[config.mk]
export PLATFORM = sky130hd
export DESIGN_NAME = lru_slot_mapper
export DESIGN_NICKNAME = d
export VERILOG_FILES = /design/src/design/lsm_pkg.sv /design/src/design/lsm_slot_table.sv /design/src/design/lru_slot_mapper.sv
export SDC_FILE = /design/constraint.sdc
export NUM_CORES = 1
export LEC_CHECK = 0
export ABC_CLOCK_PERIOD_IN_PS = 7400
export BUFFER_PORTS_ARGS = -buffer_cell sky130_fd_sc_hd__buf_2
export CORE_MARGIN = 5
export CORE_UTILIZATION = 63
export DETAILED_ROUTE_END_ITERATION = 6
export GPL_ROUTABILITY_DRIVEN = 0
export MAX_ROUTING_LAYER = met4
export PLACE_DENSITY_LB_ADDON = 0.05
export SLEW_MARGIN = 20
export SYNTH_ARGS = -nofsm -noshare
export SYNTH_HDL_FRONTEND = slang
export SYNTH_SLANG_ARGS = --single-unit
export TNS_END_PERCENT = 1
[constraint.sdc]
create_clock -name clk -period 7.4 [get_ports clk]
set_input_delay 0.74 -clock clk [delete_from_list [all_inputs] [get_ports clk]]
set_output_delay 0.74 -clock clk [all_outputs]
set_load 0.02 [all_outputs]
[src/design/lsm_pkg.sv]
// Package for the LRU slot mapper: request and result types and shared constants.
// Used by lsm_slot_table, lru_slot_mapper and lsm_checker; depends on nothing else.
package lsm_pkg;

  // Default sizing of the slot map.
  localparam int SLOTS_DEF   = 8;
  localparam int ID_BITS_DEF = 16;

  // Fixed widths of the stream fields.
  localparam int VAR_ID_W    = 16;
  localparam int SLOT_IDX_W  = 3;
  localparam int OUT_TDATA_W = 24;

  // Request kinds carried on in_tuser.
  typedef enum logic [0:0] {
    REQ_ACQUIRE = 1'b0,
    REQ_CLEAR   = 1'b1
  } req_kind_t;

  // One request as held in the input register.
  typedef struct packed {
    req_kind_t             kind;
    logic [VAR_ID_W-1:0]   var_id;
  } req_t;

  // One result; slot_index sits in the lowest bits so the struct packs
  // straight into out_tdata.
  typedef struct packed {
    logic [VAR_ID_W-1:0]   victim_id;
    logic                  evicted;
    logic                  hit;
    logic [SLOT_IDX_W-1:0] slot_index;
  } result_t;

  localparam int RESULT_W = $bits(result_t);

endpackage

[src/design/lsm_slot_table.sv]
// Slot table of the LRU slot mapper: owner, busy and age registers plus the
// combinational lookup, allocation and age update logic. Depends on lsm_pkg.
module lsm_slot_table #(
  parameter int SLOTS   = lsm_pkg::SLOTS_DEF,
  parameter int ID_BITS = lsm_pkg::ID_BITS_DEF
) (
  input  logic             clk,
  input  logic             rst_n,
  input  logic             upd,
  input  lsm_pkg::req_t    req,
  output lsm_pkg::result_t res
);

  localparam int IDX_W = $clog2(SLOTS);

  // Slot state.
  logic [SLOTS-1:0]               busy_r;
  logic [SLOTS-1:0]               busy_nxt;
  logic [SLOTS-1:0][IDX_W-1:0]    age_r;
  logic [SLOTS-1:0][IDX_W-1:0]    age_nxt;
  logic [SLOTS-1:0][ID_BITS-1:0]  owner_r;
  logic [SLOTS-1:0][ID_BITS-1:0]  owner_nxt;

  logic [31:0]        id_wide;
  logic [ID_BITS-1:0] id;
  logic [SLOTS-1:0]   match;
  logic [SLOTS-1:0]   oldest;
  logic [IDX_W-1:0]   hit_s;
  logic [IDX_W-1:0]   free_s;
  logic [IDX_W-1:0]   vic_s;
  logic [IDX_W-1:0]   sel_s;
  logic               hit_any;
  logic               free_any;
  logic [IDX_W-1:0]   hit_age;
  logic [31:0]        sel_wide;
  logic [31:0]        victim_wide;

  // Only the low ID_BITS bits of the identifier take part in the compare.
  assign id_wide = 32'(req.var_id);
  assign id      = id_wide[ID_BITS-1:0];

  // Associative compare and the oldest-slot marks.
  always_comb begin
    for (int i = 0; i < SLOTS; i++) begin
      match[i]  = busy_r[i] && (owner_r[i] == id);
      oldest[i] = (age_r[i] == IDX_W'(SLOTS - 1));
    end
  end

  // Lowest-index priority picks for the hit, free and victim slots.
  always_comb begin
    hit_s  = '0;
    free_s = '0;
    vic_s  = '0;
    for (int i = SLOTS - 1; i >= 0; i--) begin
      if (match[i]) begin
        hit_s = IDX_W'(i);
      end
      if (!busy_r[i]) begin
        free_s = IDX_W'(i);
      end
      if (oldest[i]) begin
        vic_s = IDX_W'(i);
      end
    end
  end

  assign hit_any  = |match;
  assign free_any = ~&busy_r;
  assign hit_age  = age_r[hit_s];

  // The slot that ends up holding the identifier.
  always_comb begin
    if (hit_any) begin
      sel_s = hit_s;
    end else if (free_any) begin
      sel_s = free_s;
    end else begin
      sel_s = vic_s;
    end
  end

  // Next state of every slot.
  always_comb begin
    busy_nxt  = busy_r;
    age_nxt   = age_r;
    owner_nxt = owner_r;
    if (req.kind == lsm_pkg::REQ_CLEAR) begin
      busy_nxt = '0;
      age_nxt  = '0;
    end else begin
      for (int i = 0; i < SLOTS; i++) begin
        if (IDX_W'(i) == sel_s) begin
          age_nxt[i] = '0;
        end else if (busy_r[i] && (!hit_any || (age_r[i] < hit_age))) begin
          age_nxt[i] = age_r[i] + IDX_W'(1);
        end
      end
      if (!hit_any) begin
        busy_nxt[sel_s]  = 1'b1;
        owner_nxt[sel_s] = id;
      end
    end
  end

  // Result fields.
  assign sel_wide    = 32'(sel_s);
  assign victim_wide = 32'(owner_r[vic_s]);

  always_comb begin
    res = '0;
    if (req.kind != lsm_pkg::REQ_CLEAR) begin
      res.slot_index = sel_wide[lsm_pkg::SLOT_IDX_W-1:0];
      res.hit        = hit_any;
      res.evicted    = !hit_any && !free_any;
      if (!hit_any && !free_any) begin
        res.victim_id = victim_wide[lsm_pkg::VAR_ID_W-1:0];
      end
    end
  end

  // Busy bits and ages reset; owners are only read once written.
  always_ff @(posedge clk) begin
    if (!rst_n) begin
      busy_r <= '0;
      age_r  <= '0;
    end else if (upd) begin
      busy_r <= busy_nxt;
      age_r  <= age_nxt;
    end
  end

  always_ff @(posedge clk) begin
    if (upd) begin
      owner_r <= owner_nxt;
    end
  end

endmodule

[src/design/lru_slot_mapper.sv]
// Top level of the LRU slot mapper: input register, slot table and result register.
// Depends on lsm_pkg and lsm_slot_table.
//
//  Channel  Direction  Payload
//  in_      slave      tuser: req_type; tdata: var_id
//  out_     master     tdata: slot_index, hit, evicted, victim_id
//
// One request per cycle is sustained while out_tready stays high; a request is held in
// the input register, and its result is then held in the result register and shown
// on out_tdata.
// The slot table is read and updated in the cycle in which a request moves
// from the input register to the result register.
// Reset empties both registers, frees every slot and zeroes every age.
// A stalled result holds the result register, and the input register then fills.
module lru_slot_mapper #(
  parameter int SLOTS   = lsm_pkg::SLOTS_DEF,
  parameter int ID_BITS = lsm_pkg::ID_BITS_DEF
) (
  input  logic                            clk,
  input  logic                            rst_n,
  input  logic                            in_tvalid,
  output logic                            in_tready,
  input  logic [lsm_pkg::VAR_ID_W-1:0]    in_tdata,   // [15:0] var_id
  input  logic [0:0]                      in_tuser,   // [0] req_type
  output logic                            out_tvalid,
  input  logic                            out_tready,
  // [2:0] slot_index, [3] hit, [4] evicted, [20:5] victim_id, [23:21] zero
  output logic [lsm_pkg::OUT_TDATA_W-1:0] out_tdata
);

  logic             in_valid_r;
  logic             in_valid_nxt;
  lsm_pkg::req_t    req_r;
  logic             out_valid_r;
  logic             out_valid_nxt;
  lsm_pkg::result_t res_r;
  lsm_pkg::result_t res;
  logic             advance;
  logic             in_take;

  // A request moves on when the result register is empty or being drained.
  assign advance   = in_valid_r && (!out_valid_r || out_tready);
  assign in_tready = !in_valid_r || advance;
  assign in_take   = in_tvalid && in_tready;

  always_comb begin
    in_valid_nxt = in_valid_r;
    if (in_take) begin
      in_valid_nxt = 1'b1;
    end else if (advance) begin
      in_valid_nxt = 1'b0;
    end
  end

  always_comb begin
    out_valid_nxt = out_valid_r;
    if (advance) begin
      out_valid_nxt = 1'b1;
    end else if (out_tready) begin
      out_valid_nxt = 1'b0;
    end
  end

  // Input register.
  always_ff @(posedge clk) begin
    if (!rst_n) begin
      in_valid_r <= 1'b0;
    end else begin
      in_valid_r <= in_valid_nxt;
    end
  end

  always_ff @(posedge clk) begin
    if (in_take) begin
      req_r.kind   <= lsm_pkg::req_kind_t'(in_tuser);
      req_r.var_id <= in_tdata;
    end
  end

  // Slot table, updated as the request advances.
  lsm_slot_table #(
    .SLOTS   (SLOTS),
    .ID_BITS (ID_BITS)
  ) u_table (
    .clk   (clk),
    .rst_n (rst_n),
    .upd   (advance),
    .req   (req_r),
    .res   (res)
  );

  // Result register.
  always_ff @(posedge clk) begin
    if (!rst_n) begin
      out_valid_r <= 1'b0;
    end else begin
      out_valid_r <= out_valid_nxt;
    end
  end

  always_ff @(posedge clk) begin
    if (advance) begin
      res_r <= res;
    end
  end

  assign out_tvalid = out_valid_r;
  assign out_tdata  = {(lsm_pkg::OUT_TDATA_W - lsm_pkg::RESULT_W)'(0), res_r};

endmodule

After elaboration in Yosys (flattened, before gate mapping):

Index checks and enable logic that the tools add are counted.
W data, S select, Z words.

* $add $sub $neg: 8
* multiply operators: 0
* div/mod/pow operators: 0
* order comparisons: 12
* eq/ne operators: 24
* shift operators: 0
* mux-type cells: 58
* bitwise logic cells: 4
* reduce and logical (&&, ||, !) cells: 57

Operators by type and width (number)
* $mux W3: 43
* $bwmux W128: 1
* $eq A16 B16 Y1: 8
* $bmux W16 S3: 1
* $demux W16 S3: 1
* $mux W16: 2
* $add A3 B1 Y3 const B: 8
* $eq A3 B3 Y1 const B: 8
* $lt A3 B3 Y1: 8
* $mux W24: 1
* $reduce_bool A3 Y1: 8
* $logic_and A1 B1 Y1: 20
* $reduce_and A2 Y1: 9
* $mux W8: 2
* $eq A3 B3 Y1 const A: 4
* $lt A3 B4 Y1 const B: 3
* $logic_or A1 B1 Y1: 10
* $bmux W3 S3: 1
* $or A8 B8 Y8: 1
* $reduce_and A8 Y1: 1
* $reduce_or A8 Y1: 1
* $eq A2 B3 Y1 const A: 2
* $mux W1: 5
* $reduce_bool A2 Y1: 2
* other kinds (9): 13

* bits in registers: 200
* bits in latches: 0
* bits in writable memories: 0
* memory bits (read-only): 0
* input port bits: 21
* memories kept: 0

Logic depth before layout (Yosys ltp):

Gate-level depths: netlist (run 1).

* depth in word-level cells: 18
* depth in mapped cells: 20

Modules after synthesis:

A second synthesis (run 1) with hierarchy kept.

* cell total of the unflattened synthesis: 1060
* area total of the unflattened synthesis: 11111.9 µm²

Modules (own cells, without submodules)
* lsm_slot_table: instances 1, cells an instance 1009, area each 9840.7 µm², sequential area each 4484.3 µm²
* lru_slot_mapper: instances 1, cells an instance 51, area each 1271.2 µm², sequential area each 1181.1 µm²

Least setup slack after synthesis (run 1):

OpenSTA, ideal clock, no wires.

* kind: register to register
* from: register req_r[9] (netlist bit)
* to: register u_table.age_r[3] (netlist bit)
* arrival: 4.227 ns
* setup slack: 3.052 ns
* cell stages (with the launch flop): 19
* clock period less this slack: 4.348 ns
* path through: edfxtp_1 -> buf_4 -> xor2_1 -> or4_1 -> nor4bb_1 -> nand4_1 -> and3_1 -> a221o_1 -> buf_2 -> mux2_2 -> o21ai_0 -> nor2_1 -> a21oi_1 -> ha_1 -> nor2b_1 -> o22ai_1 -> a21oi_1 -> a21boi_1 -> mux2_2

* longest elaborated chain between the ends: 17
* elaborated cells between the ends (all ways): 37

Ends and longest elaborated chain
* start: declaration: line lru_slot_mapper.sv:33 `lsm_pkg::req_t req_r;`
* $eq A16 B16 Y1: line lsm_slot_table.sv:45 `match[i] = busy_r[i] && (owner_r[i] == id);`
* $logic_and A1 B1 Y1: line lsm_slot_table.sv:45
* $mux W3 (8 in series): line lsm_slot_table.sv:56 `if (match[i]) begin`
* $bmux W3 S3: line lsm_slot_table.sv:70 `assign hit_age = age_r[hit_s];`
* $mux W3 (implied by the code): line lsm_slot_table.sv:70
* $lt A3 B3 Y1: line lsm_slot_table.sv:95 `end else if (busy_r[i] && (!hit_any || (age_r[i] < hit_age))) begin`
* $logic_or A1 B1 Y1: line lsm_slot_table.sv:95
* $logic_and A1 B1 Y1: line lsm_slot_table.sv:95
* $reduce_bool A3 Y1 (no source line)
* $reduce_and A2 Y1 (no source line)
* end signal: assignment: line lsm_slot_table.sv:129 `age_r <= age_nxt;`
* end: declaration: line lsm_slot_table.sv:19 `logic [SLOTS-1:0][IDX_W-1:0] age_r;`

Parallel ways exist; a longest one is shown, timed or not. The select of a mux whose other input is x is not followed.
A chain may end at the register's enable or synchronous reset.

Worst setup path in the final report (run 1):

* from: register req_r[9] (netlist bit)
* to: register u_table.age_r[13] (netlist bit)

Same word-level chain as after synthesis.

==> impl.org, run 1 <==
** STA
- Final worst setup slack :: around 2.1 ns
- Across the routed clock network, the largest skew measured is ~0.0095 ns.
- Setup total negative slack on the finished layout was measured at 0 ns.
- Derived from the worst setup path, the maximum achievable clock frequency is 188 MHz.
- Headroom to the max-slew limit :: between 30% and 40%
- Final Hold Viols :: 0
- The routed design could run at a clock period as short as 5.31 ns.
- Final period utilization :: 71.8%
- Tightest Pin Transition :: around 0.96 ns
- Unrepaired setup endpoints after global routing :: false
- Final setup violation count :: 0
- Pins over their slew limit :: 0

** Clocking
- In this run the post-CTS setup repair buffer count came out at 0.
- Clock input transition at the sequential cells of the worst setup and hold paths :: approximately 0.080 ns
- Clock latency on the worst-skew pair, taken at its later pin, is between 0.4 and 0.5 ns.
- TritonCTS created 17 clock buffers.
- Clock tree from TritonCTS :: done
- Quantity of hold-fixing buffers added after cts :: 0
- Root Driver :: sky130_fd_sc_hd__clkbuf_16
- CTS Sinks :: 200
- In this run the number of H-tree levels came out at 4.
- In this run, post-CTS repair resized a total of 0 instances.
- The clock passes through at most 2 buffers.

** Setup path
- Data on the critical path is required at its endpoint by roughly 7.7 ns.
- Endpoint arrival time on the critical path :: approximately 5.7 ns
- Launch point of the worst reg-to-reg path :: req_r[9]$_DFFE_PP_
- Max stage delay on crit path :: between 0.7 and 0.8 ns
- Classification of the worst setup path :: reg -> reg
- Worst path cell trace :: xor2_1 -> or4_1 -> nor4bb_1 -> nand4_1 -> and3_1 -> a221o_1 -> mux2_2 -> o21ai_0 -> nor2_1 -> a21oi_1 -> ha_1 -> nand2b_1 -> o22a_1 -> o41ai_1 -> o221a_2 -> a22o_1
- Counting cells, the worst reg-to-reg path comes to 16.
- Of all nets on the critical path, the largest fanout is 16.
- Reg2reg end :: u_table.age_r[13]$_SDFFE_PN0P_
- Worst Setup Start Kind :: register
- Slowest stage cell, crit path :: sky130_fd_sc_hd__edfxtp_1
- Setup crit end kind :: register
- Setup slack of the most critical reg-to-reg path :: between 2 and 2.5 ns

** Synth
- Biggest area contributors in the synthesized netlist :: sky130_fd_sc_hd__edfxtp_1 46%, sky130_fd_sc_hd__dfxtp_1 6.2%, sky130_fd_sc_hd__nand2_1 5.9%
- Netlist area before placement :: 10900 um^2
- Number of synthesized flops with an enable pin :: about 170
- Share of the synthesized area in the top cell type :: between 40 and 50%
- Distinct cell type count of the synthesized netlist :: 69
- Yosys warnings :: 0
- Share of synthesized area occupied by flip-flops and latches :: between 50% and 60%
- Most area-hungry cell type in the Yosys netlist :: sky130_fd_sc_hd__edfxtp_1
- In this run, synthesis produced a sequential element count of 200.
- Synthesis handed over a netlist of 1019 instances.
- Syn Area/Cell :: approximately 11 um^2
- Among all flip-flop cells after synthesis, the most frequent one is sky130_fd_sc_hd__edfxtp_1.
- Fraction of registers with async set/reset :: 0%

** Placement
- HPWL after detailed placement :: around 21 mm
- Cell count after placement :: 1245
- Minimum setup slack after placement :: around 2.2 ns
- Count of input and output buffers :: 43

** Die
- The die is roughly 140 um tall.
- Total die area :: around 20000 um^2
- 47 I/O pins were placed.
- After floorplanning, the core was sized to cover between 15000 and 20000 um^2.
- The initial utilization of the core area, before any placement, comes to 63.6%.
- Number of placement rows :: 48
- Horiz. Die Dim :: around 140 um

** Routing
- For this run, design rule violations remaining after detail routing come to 0.
- Wires add up to between 20 and 30 mm.
- The detailed router placed around 8400 vias in this run.
- Wire per inst :: approximately 23 um
- For this run, the detailed router's first-pass iteration total came to 6.
- DRT iter0 DRCs :: 1138
- Once detail routing completed, the nets flagged for antenna violations numbered 0.
- After detailed routing, the number of vias per cell comes to ~6.5.

** GRT
- First-pass GRT wire length :: ~46 mm
- The initial antenna violation count came to 1.
- The number of global-route vias before repair is a little under 8000.
- Overflow left after global routing :: 0
- Entering global routing, the biggest net connects 66 pins.
- Global routing used between 30 and 40% of the available tracks.

** Pwr
- Pwr/cell area :: 196 nW/um^2
- P_leak :: a little over 4 nW
- Peak supply drop :: 0.000179 V
- The completed layout was analyzed and its total power is around 2.3 mW.

** Worst hold path
- Critical hold path startpoint :: in_tdata[10]
- The path class of the tightest hold or removal check is in -> reg.
- Min-Delay Path Depth :: 1
- The path with the worst hold slack has its endpoint at req_r[10]$_DFFE_PP_.

** Run
- Max-cap violations in this run came to 0.

** Final layout
- Net count, final :: roughly 1100
- The finished layout holds 1278 standard cells, fillers aside.
- Area growth syn-to-layout :: 8.27%
- Cells fill just under 70% of the core in the end.
- Layout cell share with drive strength beyond 1 :: 11.6%

** Outcome
- The flow ran to the end, and the final reports show no timing, DRC or antenna violations.
==> placed cells by master, fill, tap and decap left out, types with 17 or more instances in the layout <==
cell,count
sky130_fd_sc_hd__nor4_1,17
sky130_fd_sc_hd__xor2_1,56
sky130_fd_sc_hd__a31oi_1,19
sky130_fd_sc_hd__nand2_1,173
sky130_fd_sc_hd__ha_1,24
sky130_fd_sc_hd__and3_1,19
sky130_fd_sc_hd__buf_2,43
sky130_fd_sc_hd__edfxtp_1,166
sky130_fd_sc_hd__nand4_1,30
sky130_fd_sc_hd__a21oi_1,17
sky130_fd_sc_hd__nand3_1,42
sky130_fd_sc_hd__dfxtp_1,34
sky130_fd_sc_hd__xnor2_1,73
sky130_fd_sc_hd__clkbuf_16,17
sky130_fd_sc_hd__nor2_1,65
==> cell usage after synthesis, drive strengths merged, types with 19 or more instances <==
cell / n
nand2: 173
edfxtp: 166
xnor2: 73
nor2: 65
xor2: 56
nand3: 43
dfxtp: 34
clkbuf: 31
nand4: 30
buf: 27
ha: 24
a31oi: 19
and3: 19
==> final cells by class <==
class	count	area [um^2]
inverters	8	30.0
flip-flops and latches	200	5670
repair buffers	57	320
multi-input cells	755	4940
fillers	1323	5360
well taps	225	282
clock inverters	14	155
diodes	1	2.50
clock buffers	18	429
==> power by group <==
group	leakage, nW	internal [mW]	switching, mW
Sequential	1.78	1.23	0.0360
Combinational	2.01	0.0441	0.0726
Clock	0.279	0.482	0.449
==> kinds of logic after synthesis <==
kind of cell               count (synthesis)  synth area share [%]
muxes                                     26                  2.77
buffers and inverters                     66                  3.12
AOI/OAI and AO/OA                        134                  9.25
xor gates and xnor gates                 129                  10.3
other                                      1                0.0343
adders and majority gates                 24                  2.75
DFF                                      200                  51.9
and+or+nand+nor                          439                  19.8
==> flip-flops by register name (all words and copies together), names as in the netlist <==
name and flops:
out_tvalid 1, out_tdata 21, u_table.busy_r 8, in_valid_r 1, req_r 17, u_table.owner_r 128, u_table.age_r 24
==> worst max-delay path, delay by kind of cell, from the launching register on <==
kind	cells	cell delay (ns)
XOR/XNOR	1	0.18
AO/OA/AOI/OAI	7	2.10
flip-flops	1	0.79
multiplexers	1	0.31
AND/OR/NAND/NOR	6	1.50
adder cells (fa/ha/maj)	1	0.32
==> how the worst max path moves through the flow <==
stage	startpoint	endpoint	slack, ns
floorplan	req_r[9]$_DFFE_PP_	u_table.age_r[3]$_SDFFE_PN0P_	3.05
global placement	req_r[9]$_DFFE_PP_	u_table.age_r[13]$_SDFFE_PN0P_	2.33
detailed placement	req_r[9]$_DFFE_PP_	u_table.age_r[14]$_SDFFE_PN0P_	2.22
CTS	req_r[9]$_DFFE_PP_	u_table.age_r[13]$_SDFFE_PN0P_	2.19
global route	req_r[9]$_DFFE_PP_	u_table.age_r[13]$_SDFFE_PN0P_	1.73
finish	req_r[9]$_DFFE_PP_	u_table.age_r[13]$_SDFFE_PN0P_	2.09
==> per-stage QoR <==
stage	area (um^2)	hold WS (ns)
finish	11800	0.475
global route	11800	0.456
CTS	11800	0.458
detailed placement	11200	0.534
global placement	11200	0.518
floorplan	10900	0.486
==> routing by layer <==
layer  routed length (um)  GRT usage, %  up-vias  part of all wire (%)
li1                     -             -     3781                     -
met1                12400          43.7     4041                    42
met2                13400          45.5      474                    45
met3                 3260          7.08       65                    11
met4                  768          10.1        0                   2.6
met5                    0             -        -                     0
No activity file was read; power rests on OpenSTA's default activity.
==> run 2: changes to the inputs <==
ABC_AREA = 1   (was unset)
ABC_CLOCK_PERIOD_IN_PS = 4500   (was 7400)
CORE_UTILIZATION = 57   (was 63)
clock period = 4.5 ns   (was 7.4 ns; I/O delays follow)
==> impl.org, run 2 <==
** Routing
- DRT iter0 DRCs :: 1313 (+15%)
- Drc violations :: 0 (unchanged)
- Detailed-routing wirelength on met1 :: 14.8 mm (+19%)
- The average wire per standard cell was 20.2 um (-14%).
- Highest metal used :: met4
- Routed Antenna Nets :: 0 (unchanged)
- The met3 wire length came to 4.17 mm (+28%).
- The sum of met2 wire segment lengths after detailed routing was 15.4 mm (+15%).
- Number of vias per cell :: 5.99 (-8.5%)
- The routed via count was 10500 (+26%).
- Aggregate routed wire length :: 35.6 mm (+19%)
- Detailed-routing iteration count for the pre-antenna-repair pass :: 6 (unchanged)

** STA
- The post-layout minimum cycle time is 3.99 ns (-1.33 ns).
- The count of pins over their slew limit came to 0 (unchanged).
- Highest clock frequency the design can meet :: 251 MHz (+33%)
- The transition time at the pin with the least slew margin is 0.830 ns (-0.128 ns).
- The number of endpoints with negative hold slack in the final report was 0 (unchanged).
- Headroom to the max-slew limit :: 44.6% (+8.7 points)
- Unrepaired setup endpoints after global routing :: false
- The setup TNS is 0 ns (unchanged).
- Setup Skew :: 0.0191 ns (+0.00958 ns)
- The portion of the clock cycle consumed by the worst path in the final layout is 88.6% (+17 points).
- The number of endpoints failing setup at the final stage was 0 (unchanged).

** Synth
- Parity-gate share of the synthesized area counting xor and xnor cells :: 2.39% (-8.0 points)
- The portion of the post-synthesis area used by sequential elements is 48.2% (-3.7 points).
- The count of yosys warnings during synthesis is 0 (unchanged).
- Fraction of registers with async set/reset :: 0% (unchanged)
- Share of the synthesized area in the top cell type :: 42.4% (-3.2 points)
- The gate count after technology mapping is 1429 (+40%).
- The commonest cells after synthesis are 328 x sky130_fd_sc_hd__nand2_1, 170 x sky130_fd_sc_hd__inv_1, 166 x sky130_fd_sc_hd__edfxtp_1.
- The mux cell area share after synthesis came to 0% (-2.8 points).
- The distinct cell type count after synthesis came to 53 (-23%).
- Post-Synth Adder-Cell Area :: 2.56% (-0.19 points)
- The number of enable-type register cells in the synthesized netlist was 166 (unchanged).
- Simple-gate portion of the synthesized area :: 27.1% (+7.2 points)
- Syn Area/Cell :: 8.22 um^2 (-23%)
- The register bit total from synthesis came to 200 (unchanged).
- Ranked by total cell area, the synthesized netlist is headed by sky130_fd_sc_hd__edfxtp_1 42%, sky130_fd_sc_hd__nand2_1 10%, sky130_fd_sc_hd__dfxtp_1 5.8%.
- In the post-synthesis netlist, the cell with the most instances is sky130_fd_sc_hd__nand2_1.
- Most area-hungry cell type in the Yosys netlist :: sky130_fd_sc_hd__edfxtp_1
- The share of the synthesized area in compound gates (AO/OA/AOI/OAI) is 11.4% (+2.1 points).
- After synthesis, the largest family of logic cells by area is simple AND/OR/NAND/NOR gates.
- The total standard cell area after synthesis was 11800 um^2 (+7.6%).
- For this run, the leading register cell type out of synthesis is sky130_fd_sc_hd__edfxtp_1.

** GRT
- First-pass GRT wire length :: 55.2 mm (+20%)
- The remaining global-route overflow was 0 (unchanged).
- The largest net degree at the start of global routing was 57 (-14%).
- Number of antenna violations at the first check in global routing :: 1 (unchanged)
- The global-route total usage across every layer is 31.0% (-0.17 points).
- Via count of the first global-routing pass :: 9833 (+24%)

** Final layout
- Flip-flop count of the largest register after layout :: 128 (unchanged)
- In the layout the commonest cells are 327 x sky130_fd_sc_hd__nand2_1, 170 x sky130_fd_sc_hd__inv_1, 166 x sky130_fd_sc_hd__edfxtp_1.
- The number of nets at the end of the flow is 1523 (+40%).
- The layout cell share with drive strength beyond 1 came to 11.6% (about the same).
- Register with the most flip-flops :: u_table.owner_r
- The area growth from synthesis to layout is 9.99%.
- Most common cell after layout, fill and taps aside :: sky130_fd_sc_hd__nand2_1
- Util after Layout :: 63.9% (-5.0 points)

** Clocking
- CTS Sinks :: 200 (unchanged)
- Clock input transition at the sequential cells of the worst setup and hold paths :: 0.08 ns (about the same)
- Clock tree from TritonCTS :: done
- H-tree level count :: 4 (unchanged)
- Clock latency of the later-clocked register in the worst-skew pair :: 0.45 ns (about the same)
- The setup fix buffers added after clock tree synthesis is 0 (unchanged).
- In this run the clock root is driven by a sky130_fd_sc_hd__clkbuf_16.
- The count of cells resized by post-cts repair came to 0 (unchanged).
- The number of hold buffers added after cts is 0 (unchanged).
- The maximum buffer depth of the clock tree is 2 (unchanged).
- The number of buffers added by the clock tree synthesis step was 17 (unchanged).

** Pwr
- P_leak :: 5.39 nW (+32%)
- The worst supply voltage drop on vdd was 0.000253 V (+41%).
- The areal power density over the cells was 310 nW/um^2 (+58%).

** Die
- Horiz. Die Dim :: 154 um (+8.4%)
- The vertical extent of the die was 154 um (+8.4%).
- The number of standard-cell rows in the floorplan came to 52 (+8.3%).
- The core area is 20200 um^2 (+18%).
- Starting Density :: 58.1% (-5.5 points)
- Count of pins on the block boundary :: 47 (unchanged)
- Total die area :: 23600 um^2 (+18%)

** Setup path
- The maximum fanout encountered on the critical timing path is 10 (-6).
- Data required, critical path :: 4.88 ns (-2.85 ns)
- The arrival time of data at the critical path endpoint is 4.37 ns (-1.28 ns).
- STA classifies the critical path startpoint as a register.
- Setup crit end kind :: register
- Max stage delay on crit path :: 0.63 ns (-0.16 ns)
- Classification of the worst setup path :: reg -> reg
- Crit path top cell by count :: sky130_fd_sc_hd__nand2_1
- Slowest stage cell, crit path :: sky130_fd_sc_hd__edfxtp_1

** Outcome
- The run finished with clean final reports.

** Worst hold path
- Class of the tightest hold or removal check :: in -> reg

** Run
- The number of violations of the max-capacitance limit came to 0 (unchanged).

** Placement
- HPWL after detailed placement :: 26.4 mm (+27%)
- The count of buffers from port buffering is 43 (unchanged).
==> run 2: cell types whose count changed after synthesis, moves of 18 or more <==
cell / change
sky130_fd_sc_hd__a21oi_1: +62
sky130_fd_sc_hd__xor2_1: -41
sky130_fd_sc_hd__nor2_1: +99
sky130_fd_sc_hd__a31oi_1: -18
sky130_fd_sc_hd__inv_1: +162
sky130_fd_sc_hd__nand3_1: +31
sky130_fd_sc_hd__xnor2_1: -56
sky130_fd_sc_hd__o21ai_0: +64
sky130_fd_sc_hd__nor3_1: +28
sky130_fd_sc_hd__nand2_1: +155
sky130_fd_sc_hd__and3_1: -18
==> run 2: worst max-delay path, delay by kind of cell (launching register included) <==
kind / cells / cell delay [ns]
flops: 1 / 0.63
fa+ha+maj: 1 / 0.29
compound gates: 4 / 0.56
buf+inv: 2 / 0.51
simple gates: 20 / 1.94
==> run 2: layout make-up <==
class                           count  area, um^2
Timing Repair Buffer               81         500
Inverter                          180         678
Clock buffer                       17         425
Antenna cell                        1        2.50
Tap cell                          270         338
Multi-Input combinational cell    998        5130
Clock inverter                     15         186
Fill cell                        1734        7310
Sequential cell                   200        5670
==> run 2: cell families (layout without fill, tap and decap cells) <==
kind of cell               count (synthesis)  after routing
DFF                                      200            200
xor gates and xnor gates                  32             32
AOI/OAI and AO/OA                        224            224
other                                      1              4
buffers and inverters                    233            293
adders and majority gates                 24             24
and+or+nand+nor                          715            715
==> run 2: through the flow <==
| step | cells | hold WS (ns) | setup WS, ns | area, um^2 | power, mW |
|---|---|---|---|---|---|
| final | 1762 | 0.169 | 0.513 | 12900 | 4.01 |
| after global routing | 1762 | 0.155 | 0.0531 | 12900 | 4.14 |
| after CTS | 1756 | 0.157 | 0.380 | 12900 | 4.01 |
| after detailed placement | 1724 | 0.495 | 0.428 | 12300 | 2.44 |
| after global placement | 1724 | 0.492 | 0.460 | 12300 | 2.44 |
| after floorplan | 1431 | 0.469 | 1.20 | 11800 | 2.34 |
==> run 2: final timing paths <==
check,depth (start not counted),slack (ns),to,start
min reg2reg,0,0.51,u_table.owner_r[51]$_DFFE_PP_,req_r[3]$_DFFE_PP_
max reg2reg,27,0.51,u_table.age_r[22]$_SDFFE_PN0P_,req_r[9]$_DFFE_PP_
min,1,0.17,req_r[12]$_DFFE_PP_,in_tdata[12]
max,27,0.51,u_table.age_r[22]$_SDFFE_PN0P_,req_r[9]$_DFFE_PP_
==> run 2: layer usage <==
layer	track usage, %	up-vias
met5	-	-
met4	9.88	0
met3	6.16	96
met2	45.4	626
met1	43.8	4874
li1	-	4953
==> run 2: power breakdown <==
group,switching [mW],internal [mW]
sequential,0.0370,2.03
combinational,0.236,0.108
clock,0.825,0.766
total,1.10,2.91
